===== src/rtl/swkv_pkg.sv =====
// shared constants, types and codes for the sliding window key/value store
package swkv_pkg;

    // store geometry
    localparam int WINDOW_DEPTH = 8;
    localparam int DIM_MAX      = 8;
    localparam int DATA_WIDTH   = 32;

    localparam int STORE_DEPTH = WINDOW_DEPTH * DIM_MAX;
    localparam int SLOT_W      = (WINDOW_DEPTH > 1) ? $clog2(WINDOW_DEPTH) : 1;
    localparam int DIM_W       = (DIM_MAX > 1) ? $clog2(DIM_MAX) : 1;
    localparam int FILL_W      = $clog2(WINDOW_DEPTH + 1);
    localparam int ADDR_W      = (STORE_DEPTH > 1) ? $clog2(STORE_DEPTH) : 1;

    // configuration port
    localparam int CFG_W     = 4;
    localparam int CFG_IDX_W = 1;
    localparam logic [CFG_IDX_W-1:0] CFG_WIN_LEN = 1'b0;
    localparam logic [CFG_IDX_W-1:0] CFG_VEC_LEN = 1'b1;
    localparam logic [CFG_W-1:0]     WIN_LEN_RST = 4'd8;
    localparam logic [CFG_W-1:0]     VEC_LEN_RST = 4'd8;

    // word fields
    localparam int WORD_W    = 32;
    localparam int IDX_W     = 3;
    localparam int FILLED_W  = 4;
    localparam int S_TDATA_W = 2 * WORD_W;
    localparam int M_FIELD_W = 2 * WORD_W + 2 * IDX_W + FILLED_W;
    localparam int M_TDATA_W = ((M_FIELD_W + 7) / 8) * 8;
    localparam int M_PAD_W   = M_TDATA_W - M_FIELD_W;

    typedef enum logic [0:0] {
        ST_IDLE,
        ST_EMIT
    } ctrl_state_t;

    // controller to datapath
    typedef struct packed {
        logic append;   // store the incoming word
        logic clear;    // empty the ring
        logic issue;    // read the current window element
    } cmd_t;

    // datapath to controller
    typedef struct packed {
        logic pipe_busy;     // read stage still holds a word
        logic pipe_free;     // read stage can take a new read this cycle
        logic window_empty;  // nothing to emit
        logic issue_last;    // current element is the final one of the window
    } status_t;

endpackage


===== src/rtl/swkv_ram.sv =====
// generic simple dual port ram with registered read
module swkv_ram #(
    parameter int WIDTH = 32,
    parameter int DEPTH = 64
) (
    input  logic                                       aclk,
    input  logic                                       we,
    input  logic [((DEPTH > 1) ? $clog2(DEPTH) : 1)-1:0] waddr,
    input  logic [WIDTH-1:0]                           wdata,
    input  logic                                       re,
    input  logic [((DEPTH > 1) ? $clog2(DEPTH) : 1)-1:0] raddr,
    output logic [WIDTH-1:0]                           rdata
);

    logic [WIDTH-1:0] mem [DEPTH];
    logic [WIDTH-1:0] rdata_reg;

    always_ff @(posedge aclk) begin
        if (we) begin
            mem[waddr] <= wdata;
        end
        if (re) begin
            rdata_reg <= mem[raddr];
        end
    end

    assign rdata = rdata_reg;

endmodule


===== src/rtl/swkv_ctrl.sv =====
// control state machine: input acceptance and window read sequencing
module swkv_ctrl (
    input  logic              aclk,
    input  logic              aresetn,
    input  logic              s_tvalid,
    output logic              s_tready,
    input  logic              s_tlast,
    input  logic              s_tuser,
    input  swkv_pkg::status_t status,
    output swkv_pkg::cmd_t    cmd
);

    import swkv_pkg::*;

    ctrl_state_t state_reg;
    ctrl_state_t state_next;

    always_ff @(posedge aclk) begin
        if (!aresetn) begin
            state_reg <= ST_IDLE;
        end else begin
            state_reg <= state_next;
        end
    end

    always_comb begin
        state_next = state_reg;
        s_tready   = 1'b0;
        cmd        = '0;
        case (state_reg)
            ST_IDLE: begin
                s_tready = !status.pipe_busy;
                if (s_tvalid && !status.pipe_busy) begin
                    if (s_tuser) begin
                        cmd.clear = 1'b1;
                    end else begin
                        cmd.append = 1'b1;
                        if (s_tlast) begin
                            state_next = ST_EMIT;
                        end
                    end
                end
            end
            ST_EMIT: begin
                if (status.window_empty) begin
                    state_next = ST_IDLE;
                end else if (status.pipe_free) begin
                    cmd.issue = 1'b1;
                    if (status.issue_last) begin
                        state_next = ST_IDLE;
                    end
                end
            end
            default: begin
                state_next = ST_IDLE;
            end
        endcase
    end

`ifndef ASSERT_OFF
    a_emit_ends: assert property (@(posedge aclk) disable iff (!aresetn)
        (state_reg == ST_EMIT && cmd.issue && status.issue_last) |=> state_reg == ST_IDLE)
        else $error("window read did not end after its final element");

    a_no_accept_in_emit: assert property (@(posedge aclk) disable iff (!aresetn)
        (state_reg == ST_EMIT) |-> !(cmd.append || cmd.clear))
        else $error("word taken while the window is being read");
`endif

endmodule


===== src/rtl/swkv_dp.sv =====
// datapath: ring pointers, key/value memories, read stage and output register
module swkv_dp (
    input  logic                                aclk,
    input  logic                                aresetn,
    input  logic                                cfg_we,
    input  logic [swkv_pkg::CFG_IDX_W-1:0]      cfg_addr,
    input  logic [swkv_pkg::CFG_W-1:0]          cfg_wdata,
    input  swkv_pkg::cmd_t                      cmd,
    output swkv_pkg::status_t                   status,
    input  logic [swkv_pkg::WORD_W-1:0]         key_in,
    input  logic [swkv_pkg::WORD_W-1:0]         value_in,
    input  logic                                end_in,
    output logic                                m_tvalid,
    input  logic                                m_tready,
    output logic [swkv_pkg::WORD_W-1:0]         key_out,
    output logic [swkv_pkg::WORD_W-1:0]         value_out,
    output logic [swkv_pkg::IDX_W-1:0]          dim_index,
    output logic [swkv_pkg::IDX_W-1:0]          position_index,
    output logic [swkv_pkg::FILLED_W-1:0]       filled_positions,
    output logic                                last
);

    import swkv_pkg::*;

    localparam int SUM_W = CFG_W + 1;

    function automatic logic [CFG_W-1:0] clamp_cfg(input logic [CFG_W-1:0] v,
                                                   input logic [CFG_W-1:0] hi);
        logic [CFG_W-1:0] r;
        r = v;
        if (v == '0) begin
            r = CFG_W'(1);
        end else if (v > hi) begin
            r = hi;
        end
        return r;
    endfunction

    // configuration
    logic [CFG_W-1:0] win_len_reg, win_len_next;
    logic [CFG_W-1:0] vec_len_reg, vec_len_next;

    // ring state
    logic [SLOT_W-1:0] write_slot_reg, write_slot_next;
    logic [FILL_W-1:0] fill_count_reg, fill_count_next;
    logic [DIM_W-1:0]  dim_counter_reg, dim_counter_next;

    // window read counters
    logic [DIM_W-1:0]  emit_d_reg, emit_d_next;
    logic [SLOT_W-1:0] emit_t_reg, emit_t_next;

    // read stage
    logic              rd_valid_reg, rd_valid_next;
    logic [DIM_W-1:0]  rd_dim_reg, rd_dim_next;
    logic [SLOT_W-1:0] rd_pos_reg, rd_pos_next;
    logic              rd_last_reg, rd_last_next;

    // output register
    logic                m_valid_reg, m_valid_next;
    logic [WORD_W-1:0]   key_out_reg, key_out_next;
    logic [WORD_W-1:0]   value_out_reg, value_out_next;
    logic [IDX_W-1:0]    dim_out_reg, dim_out_next;
    logic [IDX_W-1:0]    pos_out_reg, pos_out_next;
    logic [FILLED_W-1:0] filled_out_reg, filled_out_next;
    logic                last_out_reg, last_out_next;

    logic [CFG_W-1:0]      hd;
    logic [CFG_W-1:0]      ws;
    logic [CFG_W-1:0]      fill_ext;
    logic [CFG_W-1:0]      win_n;
    logic [SUM_W-1:0]      slot_sum;
    logic [SLOT_W-1:0]     rd_slot;
    logic [ADDR_W-1:0]     rd_addr;
    logic [ADDR_W-1:0]     wr_addr;
    logic                  t_last;
    logic                  d_last;
    logic                  out_free;
    logic [DATA_WIDTH-1:0] key_rdata;
    logic [DATA_WIDTH-1:0] value_rdata;

    assign hd       = clamp_cfg(vec_len_reg, CFG_W'(DIM_MAX));
    assign ws       = clamp_cfg(win_len_reg, CFG_W'(WINDOW_DEPTH));
    assign fill_ext = CFG_W'(fill_count_reg);
    assign win_n    = (fill_ext < ws) ? fill_ext : ws;

    // oldest emitted slot plus position, taken modulo the ring depth
    assign slot_sum = SUM_W'(write_slot_reg) + SUM_W'(WINDOW_DEPTH) - SUM_W'(win_n)
                    + SUM_W'(emit_t_reg);
    assign rd_slot  = (slot_sum >= SUM_W'(WINDOW_DEPTH))
                    ? SLOT_W'(slot_sum - SUM_W'(WINDOW_DEPTH)) : SLOT_W'(slot_sum);
    assign rd_addr  = ADDR_W'(ADDR_W'(rd_slot) * ADDR_W'(DIM_MAX) + ADDR_W'(emit_d_reg));
    assign wr_addr  = ADDR_W'(ADDR_W'(write_slot_reg) * ADDR_W'(DIM_MAX)
                    + ADDR_W'(dim_counter_reg));

    assign t_last   = (CFG_W'(emit_t_reg) == win_n - CFG_W'(1));
    assign d_last   = (CFG_W'(emit_d_reg) == hd - CFG_W'(1));
    assign out_free = !m_valid_reg || m_tready;

    assign status.pipe_busy    = rd_valid_reg;
    assign status.pipe_free    = !rd_valid_reg || out_free;
    assign status.window_empty = (win_n == '0);
    assign status.issue_last   = t_last && d_last;

    swkv_ram #(
        .WIDTH (DATA_WIDTH),
        .DEPTH (STORE_DEPTH)
    ) u_key_ram (
        .aclk  (aclk),
        .we    (cmd.append),
        .waddr (wr_addr),
        .wdata (DATA_WIDTH'(key_in)),
        .re    (cmd.issue),
        .raddr (rd_addr),
        .rdata (key_rdata)
    );

    swkv_ram #(
        .WIDTH (DATA_WIDTH),
        .DEPTH (STORE_DEPTH)
    ) u_value_ram (
        .aclk  (aclk),
        .we    (cmd.append),
        .waddr (wr_addr),
        .wdata (DATA_WIDTH'(value_in)),
        .re    (cmd.issue),
        .raddr (rd_addr),
        .rdata (value_rdata)
    );

    // configuration and ring pointers
    always_comb begin
        win_len_next     = win_len_reg;
        vec_len_next     = vec_len_reg;
        write_slot_next  = write_slot_reg;
        fill_count_next  = fill_count_reg;
        dim_counter_next = dim_counter_reg;
        emit_d_next      = emit_d_reg;
        emit_t_next      = emit_t_reg;

        if (cfg_we) begin
            case (cfg_addr)
                CFG_WIN_LEN: win_len_next = cfg_wdata;
                CFG_VEC_LEN: vec_len_next = cfg_wdata;
                default:     ;
            endcase
        end

        if (cmd.clear) begin
            write_slot_next  = '0;
            fill_count_next  = '0;
            dim_counter_next = '0;
        end else if (cmd.append) begin
            if ((CFG_W'(dim_counter_reg) + CFG_W'(1)) >= hd) begin
                dim_counter_next = '0;
                write_slot_next  = (write_slot_reg == SLOT_W'(WINDOW_DEPTH - 1))
                                 ? '0 : write_slot_reg + SLOT_W'(1);
                if (fill_count_reg < FILL_W'(WINDOW_DEPTH)) begin
                    fill_count_next = fill_count_reg + FILL_W'(1);
                end
            end else begin
                dim_counter_next = dim_counter_reg + DIM_W'(1);
            end
            // partial position at the end mark is dropped
            if (end_in) begin
                dim_counter_next = '0;
            end
            emit_d_next = '0;
            emit_t_next = '0;
        end

        if (cmd.issue) begin
            if (t_last) begin
                emit_t_next = '0;
                emit_d_next = emit_d_reg + DIM_W'(1);
            end else begin
                emit_t_next = emit_t_reg + SLOT_W'(1);
            end
        end
    end

    // read stage and output register
    always_comb begin
        rd_valid_next   = rd_valid_reg;
        rd_dim_next     = rd_dim_reg;
        rd_pos_next     = rd_pos_reg;
        rd_last_next    = rd_last_reg;
        m_valid_next    = m_valid_reg;
        key_out_next    = key_out_reg;
        value_out_next  = value_out_reg;
        dim_out_next    = dim_out_reg;
        pos_out_next    = pos_out_reg;
        filled_out_next = filled_out_reg;
        last_out_next   = last_out_reg;

        if (m_tready) begin
            m_valid_next = 1'b0;
        end
        if (rd_valid_reg && out_free) begin
            m_valid_next    = 1'b1;
            key_out_next    = WORD_W'(key_rdata);
            value_out_next  = WORD_W'(value_rdata);
            dim_out_next    = IDX_W'(rd_dim_reg);
            pos_out_next    = IDX_W'(rd_pos_reg);
            filled_out_next = FILLED_W'(fill_count_reg);
            last_out_next   = rd_last_reg;
            rd_valid_next   = 1'b0;
        end
        if (cmd.issue) begin
            rd_valid_next = 1'b1;
            rd_dim_next   = emit_d_reg;
            rd_pos_next   = emit_t_reg;
            rd_last_next  = t_last && d_last;
        end
    end

    always_ff @(posedge aclk) begin
        if (!aresetn) begin
            win_len_reg     <= WIN_LEN_RST;
            vec_len_reg     <= VEC_LEN_RST;
            write_slot_reg  <= '0;
            fill_count_reg  <= '0;
            dim_counter_reg <= '0;
            emit_d_reg      <= '0;
            emit_t_reg      <= '0;
            rd_valid_reg    <= 1'b0;
            m_valid_reg     <= 1'b0;
        end else begin
            win_len_reg     <= win_len_next;
            vec_len_reg     <= vec_len_next;
            write_slot_reg  <= write_slot_next;
            fill_count_reg  <= fill_count_next;
            dim_counter_reg <= dim_counter_next;
            emit_d_reg      <= emit_d_next;
            emit_t_reg      <= emit_t_next;
            rd_valid_reg    <= rd_valid_next;
            m_valid_reg     <= m_valid_next;
        end
    end

    always_ff @(posedge aclk) begin
        rd_dim_reg     <= rd_dim_next;
        rd_pos_reg     <= rd_pos_next;
        rd_last_reg    <= rd_last_next;
        key_out_reg    <= key_out_next;
        value_out_reg  <= value_out_next;
        dim_out_reg    <= dim_out_next;
        pos_out_reg    <= pos_out_next;
        filled_out_reg <= filled_out_next;
        last_out_reg   <= last_out_next;
    end

    assign m_tvalid         = m_valid_reg;
    assign key_out          = key_out_reg;
    assign value_out        = value_out_reg;
    assign dim_index        = dim_out_reg;
    assign position_index   = pos_out_reg;
    assign filled_positions = filled_out_reg;
    assign last             = last_out_reg;

`ifndef ASSERT_OFF
    a_issue_has_room: assert property (@(posedge aclk) disable iff (!aresetn)
        cmd.issue |-> (!rd_valid_reg || out_free))
        else $error("read issued while the read stage is blocked");

    a_fill_bound: assert property (@(posedge aclk) disable iff (!aresetn)
        fill_count_reg <= FILL_W'(WINDOW_DEPTH))
        else $error("fill count above ring depth");

    a_no_write_during_read: assert property (@(posedge aclk) disable iff (!aresetn)
        !(cmd.append && cmd.issue))
        else $error("store written while the window is being read");
`endif

endmodule


===== src/rtl/sliding_window_kv_store_core.sv =====
// top level of the sliding window key/value store
//
// Keeps the key and value vectors of the most recent WINDOW_DEPTH positions in a
// ring held in two simple dual port memories of WINDOW_DEPTH*DIM_MAX words. Each
// accepted input word carries one key and one value element and is stored; vec_len
// words make a position. A word with tlast set stores its element, drops any
// unfinished position, and then streams out the newest min(filled, win_len)
// positions, oldest first, all positions of dimension 0, then dimension 1 and so
// on, one word per cycle while m_tready is high. If the window holds a position,
// the first read is issued in the cycle after the tlast word is taken; each word
// then passes the memory's registered read and the output register before it
// shows on m_tvalid, and the window read is paced by the single read port.
// No input word is taken from the tlast word until every read is issued and the
// read stage has handed its word to the output register; a finished word may still
// wait there while the next input word is taken. A word with tuser set empties the
// ring and gives no result. Registers are written through cfg_we/cfg_addr/cfg_wdata
// (0: win_len, 1: vec_len, both 4 bits, out of range values clamp to 1..8) and
// should only change while the block is idle. The memories need no clearing after
// reset: only written slots are read back unless vec_len grows on a filled ring.
module sliding_window_kv_store_core (
    input  logic                               aclk,
    input  logic                               aresetn,
    // configuration write port
    input  logic                               cfg_we,
    input  logic [swkv_pkg::CFG_IDX_W-1:0]     cfg_addr,
    input  logic [swkv_pkg::CFG_W-1:0]         cfg_wdata,
    // input words
    input  logic                               s_tvalid,
    output logic                               s_tready,
    input  logic [swkv_pkg::S_TDATA_W-1:0]     s_tdata,   // key_bits, value_bits
    input  logic                               s_tlast,   // end_of_update
    input  logic                               s_tuser,   // clear_cache
    // result words
    output logic                               m_tvalid,
    input  logic                               m_tready,
    // key_out, value_out, dim_index, position_index, filled_positions, zero fill
    output logic [swkv_pkg::M_TDATA_W-1:0]     m_tdata,
    output logic                               m_tlast    // last
);

    import swkv_pkg::*;

    cmd_t    cmd;
    status_t status;

    logic [WORD_W-1:0]   key_in;
    logic [WORD_W-1:0]   value_in;
    logic [WORD_W-1:0]   key_out;
    logic [WORD_W-1:0]   value_out;
    logic [IDX_W-1:0]    dim_index;
    logic [IDX_W-1:0]    position_index;
    logic [FILLED_W-1:0] filled_positions;

    // unpack the input word, key in the low half
    assign key_in   = s_tdata[WORD_W-1:0];
    assign value_in = s_tdata[2*WORD_W-1:WORD_W];

    // sequencing: accept, clear, and window read issue
    swkv_ctrl u_ctrl (
        .aclk     (aclk),
        .aresetn  (aresetn),
        .s_tvalid (s_tvalid),
        .s_tready (s_tready),
        .s_tlast  (s_tlast),
        .s_tuser  (s_tuser),
        .status   (status),
        .cmd      (cmd)
    );

    // ring pointers, memories, read stage and output register
    swkv_dp u_dp (
        .aclk             (aclk),
        .aresetn          (aresetn),
        .cfg_we           (cfg_we),
        .cfg_addr         (cfg_addr),
        .cfg_wdata        (cfg_wdata),
        .cmd              (cmd),
        .status           (status),
        .key_in           (key_in),
        .value_in         (value_in),
        .end_in           (s_tlast),
        .m_tvalid         (m_tvalid),
        .m_tready         (m_tready),
        .key_out          (key_out),
        .value_out        (value_out),
        .dim_index        (dim_index),
        .position_index   (position_index),
        .filled_positions (filled_positions),
        .last             (m_tlast)
    );

    // pack the result word, first field lowest, zero fill to whole bytes
    assign m_tdata = {{M_PAD_W{1'b0}}, filled_positions, position_index, dim_index,
                      value_out, key_out};

endmodule


===== config.mk =====
export PLATFORM = sky130hd
export DESIGN_NAME = sliding_window_kv_store_core
export DESIGN_NICKNAME = d
export VERILOG_FILES = /design/src/rtl/swkv_pkg.sv /design/src/rtl/swkv_ram.sv /design/src/rtl/swkv_ctrl.sv /design/src/rtl/swkv_dp.sv /design/src/rtl/sliding_window_kv_store_core.sv
export SDC_FILE = /design/constraint.sdc
export NUM_CORES = 2
export LEC_CHECK = 0
export ABC_AREA = 0
export BUFFER_PORTS_ARGS = -buffer_cell sky130_fd_sc_hd__buf_2
export CORE_ASPECT_RATIO = 0.8
export CORE_MARGIN = 8
export CORE_UTILIZATION = 39
export DETAILED_ROUTE_END_ITERATION = 6
export GPL_ROUTABILITY_DRIVEN = 0
export HOLD_SLACK_MARGIN = 0.06
export PLACE_DENSITY = 0.56
export SLEW_MARGIN = 10
export SYNTH_ARGS = -nofsm -noshare
export SYNTH_HDL_FRONTEND = slang
export SYNTH_SLANG_ARGS = --single-unit

===== constraint.sdc =====
create_clock -name aclk -period 9.51 [get_ports aclk]
set_clock_uncertainty 0.1 [all_clocks]
set_input_delay 1.4265 -clock aclk [delete_from_list [all_inputs] [get_ports aclk]]
set_output_delay 1.4265 -clock aclk [all_outputs]
set_load 0.01 [all_outputs]

==> impl_metrics.yaml <==
sta:
  finalMaxSlewViolations: 0
  fmaxAchievable_mhz: 158
  maxSlewHeadroom_pct: 20.0
  finalCriticalPeriod_ns: 6.31
  hold_violations: 0
  rsz0062_at_grt: "false"
  setup_violations: 0
  fin_setup_tns_ns: 0
  timing.final.crit_share_pct: 66.4
  holdWs_ns: 0.320
  tightest_slew_ns: 1.20
layout:
  n_fill_cell: 35300
  reg_top3: "u_dp.u_key_ram.mem (2048), u_dp.u_value_ram.mem (2048)"
  postLayoutCoreUtil_pct: 44.2
  syn_to_final_growth_pct: 13.2
  layout.nets: 7809
  regArea_um2: 128000
  drive_gt1_share_pct: 26.8
  final_cells: 13700
  multi_input_area_um2: 34400
placed_design:
  port_buffers: 152
  placed_cells: 12900
  dp_hpwl_um: 248000
grt:
  grt_max_degree: 119
  grt_pass1_vias: 82400
  antenna_found_initial: 46
  grt_pass1_wl_um: 673000
  grt-ovfl-total: 0
  track_usage_pct: 21.6
clock_network:
  clk_pin_slew_ns: 0.06
  post_cts_buffers: 0
  cts_buffer_depth: 4
  insertion_delay_ns: 1.01
  cts_root_buffer: "clkbuf_16"
  cts_resized: 0
  cts_made_buffers: 418
  cts_max_level: 5
  ctsHoldBuffers: 0
  cts_sinks: 4269
  tritoncts: "yes"
route:
  routedWlPerCell_um: 35.8
  routed_via_density: 6.07
  drcViolationCount: 0
  ant_nets: 0
  num_vias: 83000
  drt_first_iter_violations: 10500
  routed_wl_um: 489000
  drtPass1Iterations: 5
power_and_ir_drop:
  power_w: 0.0374
  peakVddDrop_mv: 0.175
  leakage_nw: 55.5
  powerDensity_nw_per_um2: 202
logic_synthesis:
  ys_ff_latch: 4269
  syn-mean-instance-area_um2: 22.1
  synth_edf_count: 4242
  yosysTopAreaCellShare_pct: 77.8
  syn-cell-area_um2: 164000
  syn-instance-count: 7399
  ys_async_sr_fraction_pct: 0
  ys_seq_area_share_pct: 78.1
  yosys_most_used_dff: "edfxtp_1"
  yosys.area.top_type: "edfxtp_1"
  synth.distinct_cells: 71
  ys_warn_count: 0
  synth.area.top_cells: "edfxtp_1 (78%), mux4_2 (14%), a22oi_1 (2.4%)"
floorplanning:
  num_rows: 213
  ios: 159
  start_util_pct: 39.0
  core_um2: 419000
  die_h_um: 596
  dieArea_um2: 441000
  die_w_um: 740
worst_setup_path:
  cp.arrival_ns: 6.95
  cp_max_fo: 95
  worst-setup-path-type: "register to register"
  crit_required_ns: 10.15
  cp-start-kind: "register"
  cp-end-kind: "register"
min_path:
  hold_class: "register to register"
run:
  drv_cap: 0
run_status:
  status: "complete, no violations"
-- stage by stage --
step | area [µm²] | worst slack, ns
finish | 185000 | 3.20
global route | 185000 | 2.91
CTS | 185000 | 3.29
detailed placement | 172000 | 3.28
global placement | 172000 | 3.22
floorplan | 164000 | 2.40
-- where the power goes --
part           internal (W)  switching, W  leakage, nW  total (W)
Sequential           0.0207     0.0000128         38.4     0.0207
Combinational      0.000132      0.000460         10.8   0.000591
Clock               0.00899       0.00713         6.42     0.0161
-- worst max-delay path, stage by stage, from the launching register on --
cell       delay, ns
dfxtp_1         0.45
inv_1           0.11
ha_1            0.35
a21oi_1         0.69
a2bb2oi_1       0.25
nor2_1          0.26
ha_1            0.28
inv_1           0.10
ha_4            0.13
inv_1           0.06
fa_1            0.70
nor2b_4         0.57
buf_12          0.64
a22oi_1         0.40
nand2_1         0.30
o21ai_0         0.15
a311oi_1        0.34
-- routing by layer --
| layer | global-route usage (%) | vias to the layer above | wire length (µm) |
|---|---|---|---|
| li1 | - | 32300 | - |
| met1 | 31.3 | 46000 | 207000 |
| met2 | 33.9 | 3948 | 228000 |
| met3 | 3.67 | 772 | 39400 |
| met4 | 5.87 | 26 | 14000 |
| met5 | 0 | - | 159 |
-- cell usage in the layout, fill, tap and decap left out, drive strengths merged, types with 3 or more instances in the layout --
cell type	netlist	final
a311oi	64	64
buf	169	351
o21ai	72	72
a31oi	5	5
nand2	290	290
or3	3	3
nor2	90	90
clkbuf	292	510
clkinv	0	193
nor2b	8	8
nor3	263	263
a21oi	18	18
dfxtp	27	27
o211ai	5	5
ha	18	18
bufinv	0	29
mux4	1024	1024
nand2b	10	10
clkinvlp	0	12
nand3	81	81
mux2i	7	7
xnor2	7	7
a22oi	513	513
edfxtp	4242	4242
diode	0	29
a21o	4	4
nand4b	4	4
mux2	130	130
xor2	3	3
conb	1	6
inv	12	23
nand3b	4	4
-- worst paths after layout --
path	to	slack, ns	from	cells after the start
worst max register to register	u_dp.u_key_ram.rdata[1]	3.20	u_dp.win_len_reg[3]	16
worst min register to register	u_dp.position_index[0]	0.32	u_dp.rd_pos_reg[0]	0
worst max-delay path	u_dp.u_key_ram.rdata[1]	3.20	u_dp.win_len_reg[3]	16
worst min-delay path	u_dp.position_index[0]	0.32	u_dp.rd_pos_reg[0]	0
-- synth_stat cells (all sizes together), types with 3 or more instances --
master,instances
clkbuf,292
mux2,130
nor2,90
a31oi,5
nor3,263
a22oi,513
nand2b,10
o21ai,72
edfxtp,4242
mux2i,7
ha,18
xnor2,7
nand3b,4
o211ai,5
nand4b,4
nand2,290
inv,12
mux4,1024
xor2,3
nand3,81
or3,3
nor2b,8
a311oi,64
buf,169
a21oi,18
a21o,4
dfxtp,27
-- logic make-up after synthesis --
group	Yosys count	share of synthesized area (%)
AOI/OAI and AO/OA	702	3.20
xor gates and xnor gates	10	0.0535
adders and majority gates	19	0.150
buffers and inverters	473	1.22
DFF	4269	78.1
muxes	1161	15.1
other	1	0.00229
and+or+nand+nor	764	2.12
-- layout make-up --
type / instances / share of cell area, %
timing repair buffer: 351 / 1.53
antenna: 29 / 0.0391
sequential: 4269 / 69.0
tap: 5590 / 3.77
clock inverter: 245 / 1.17
clock buffer: 510 / 5.92
multi-input combinational: 2662 / 18.5
inverter: 12 / 0.0256
Note: power is estimated with default switching activity, not from simulation.
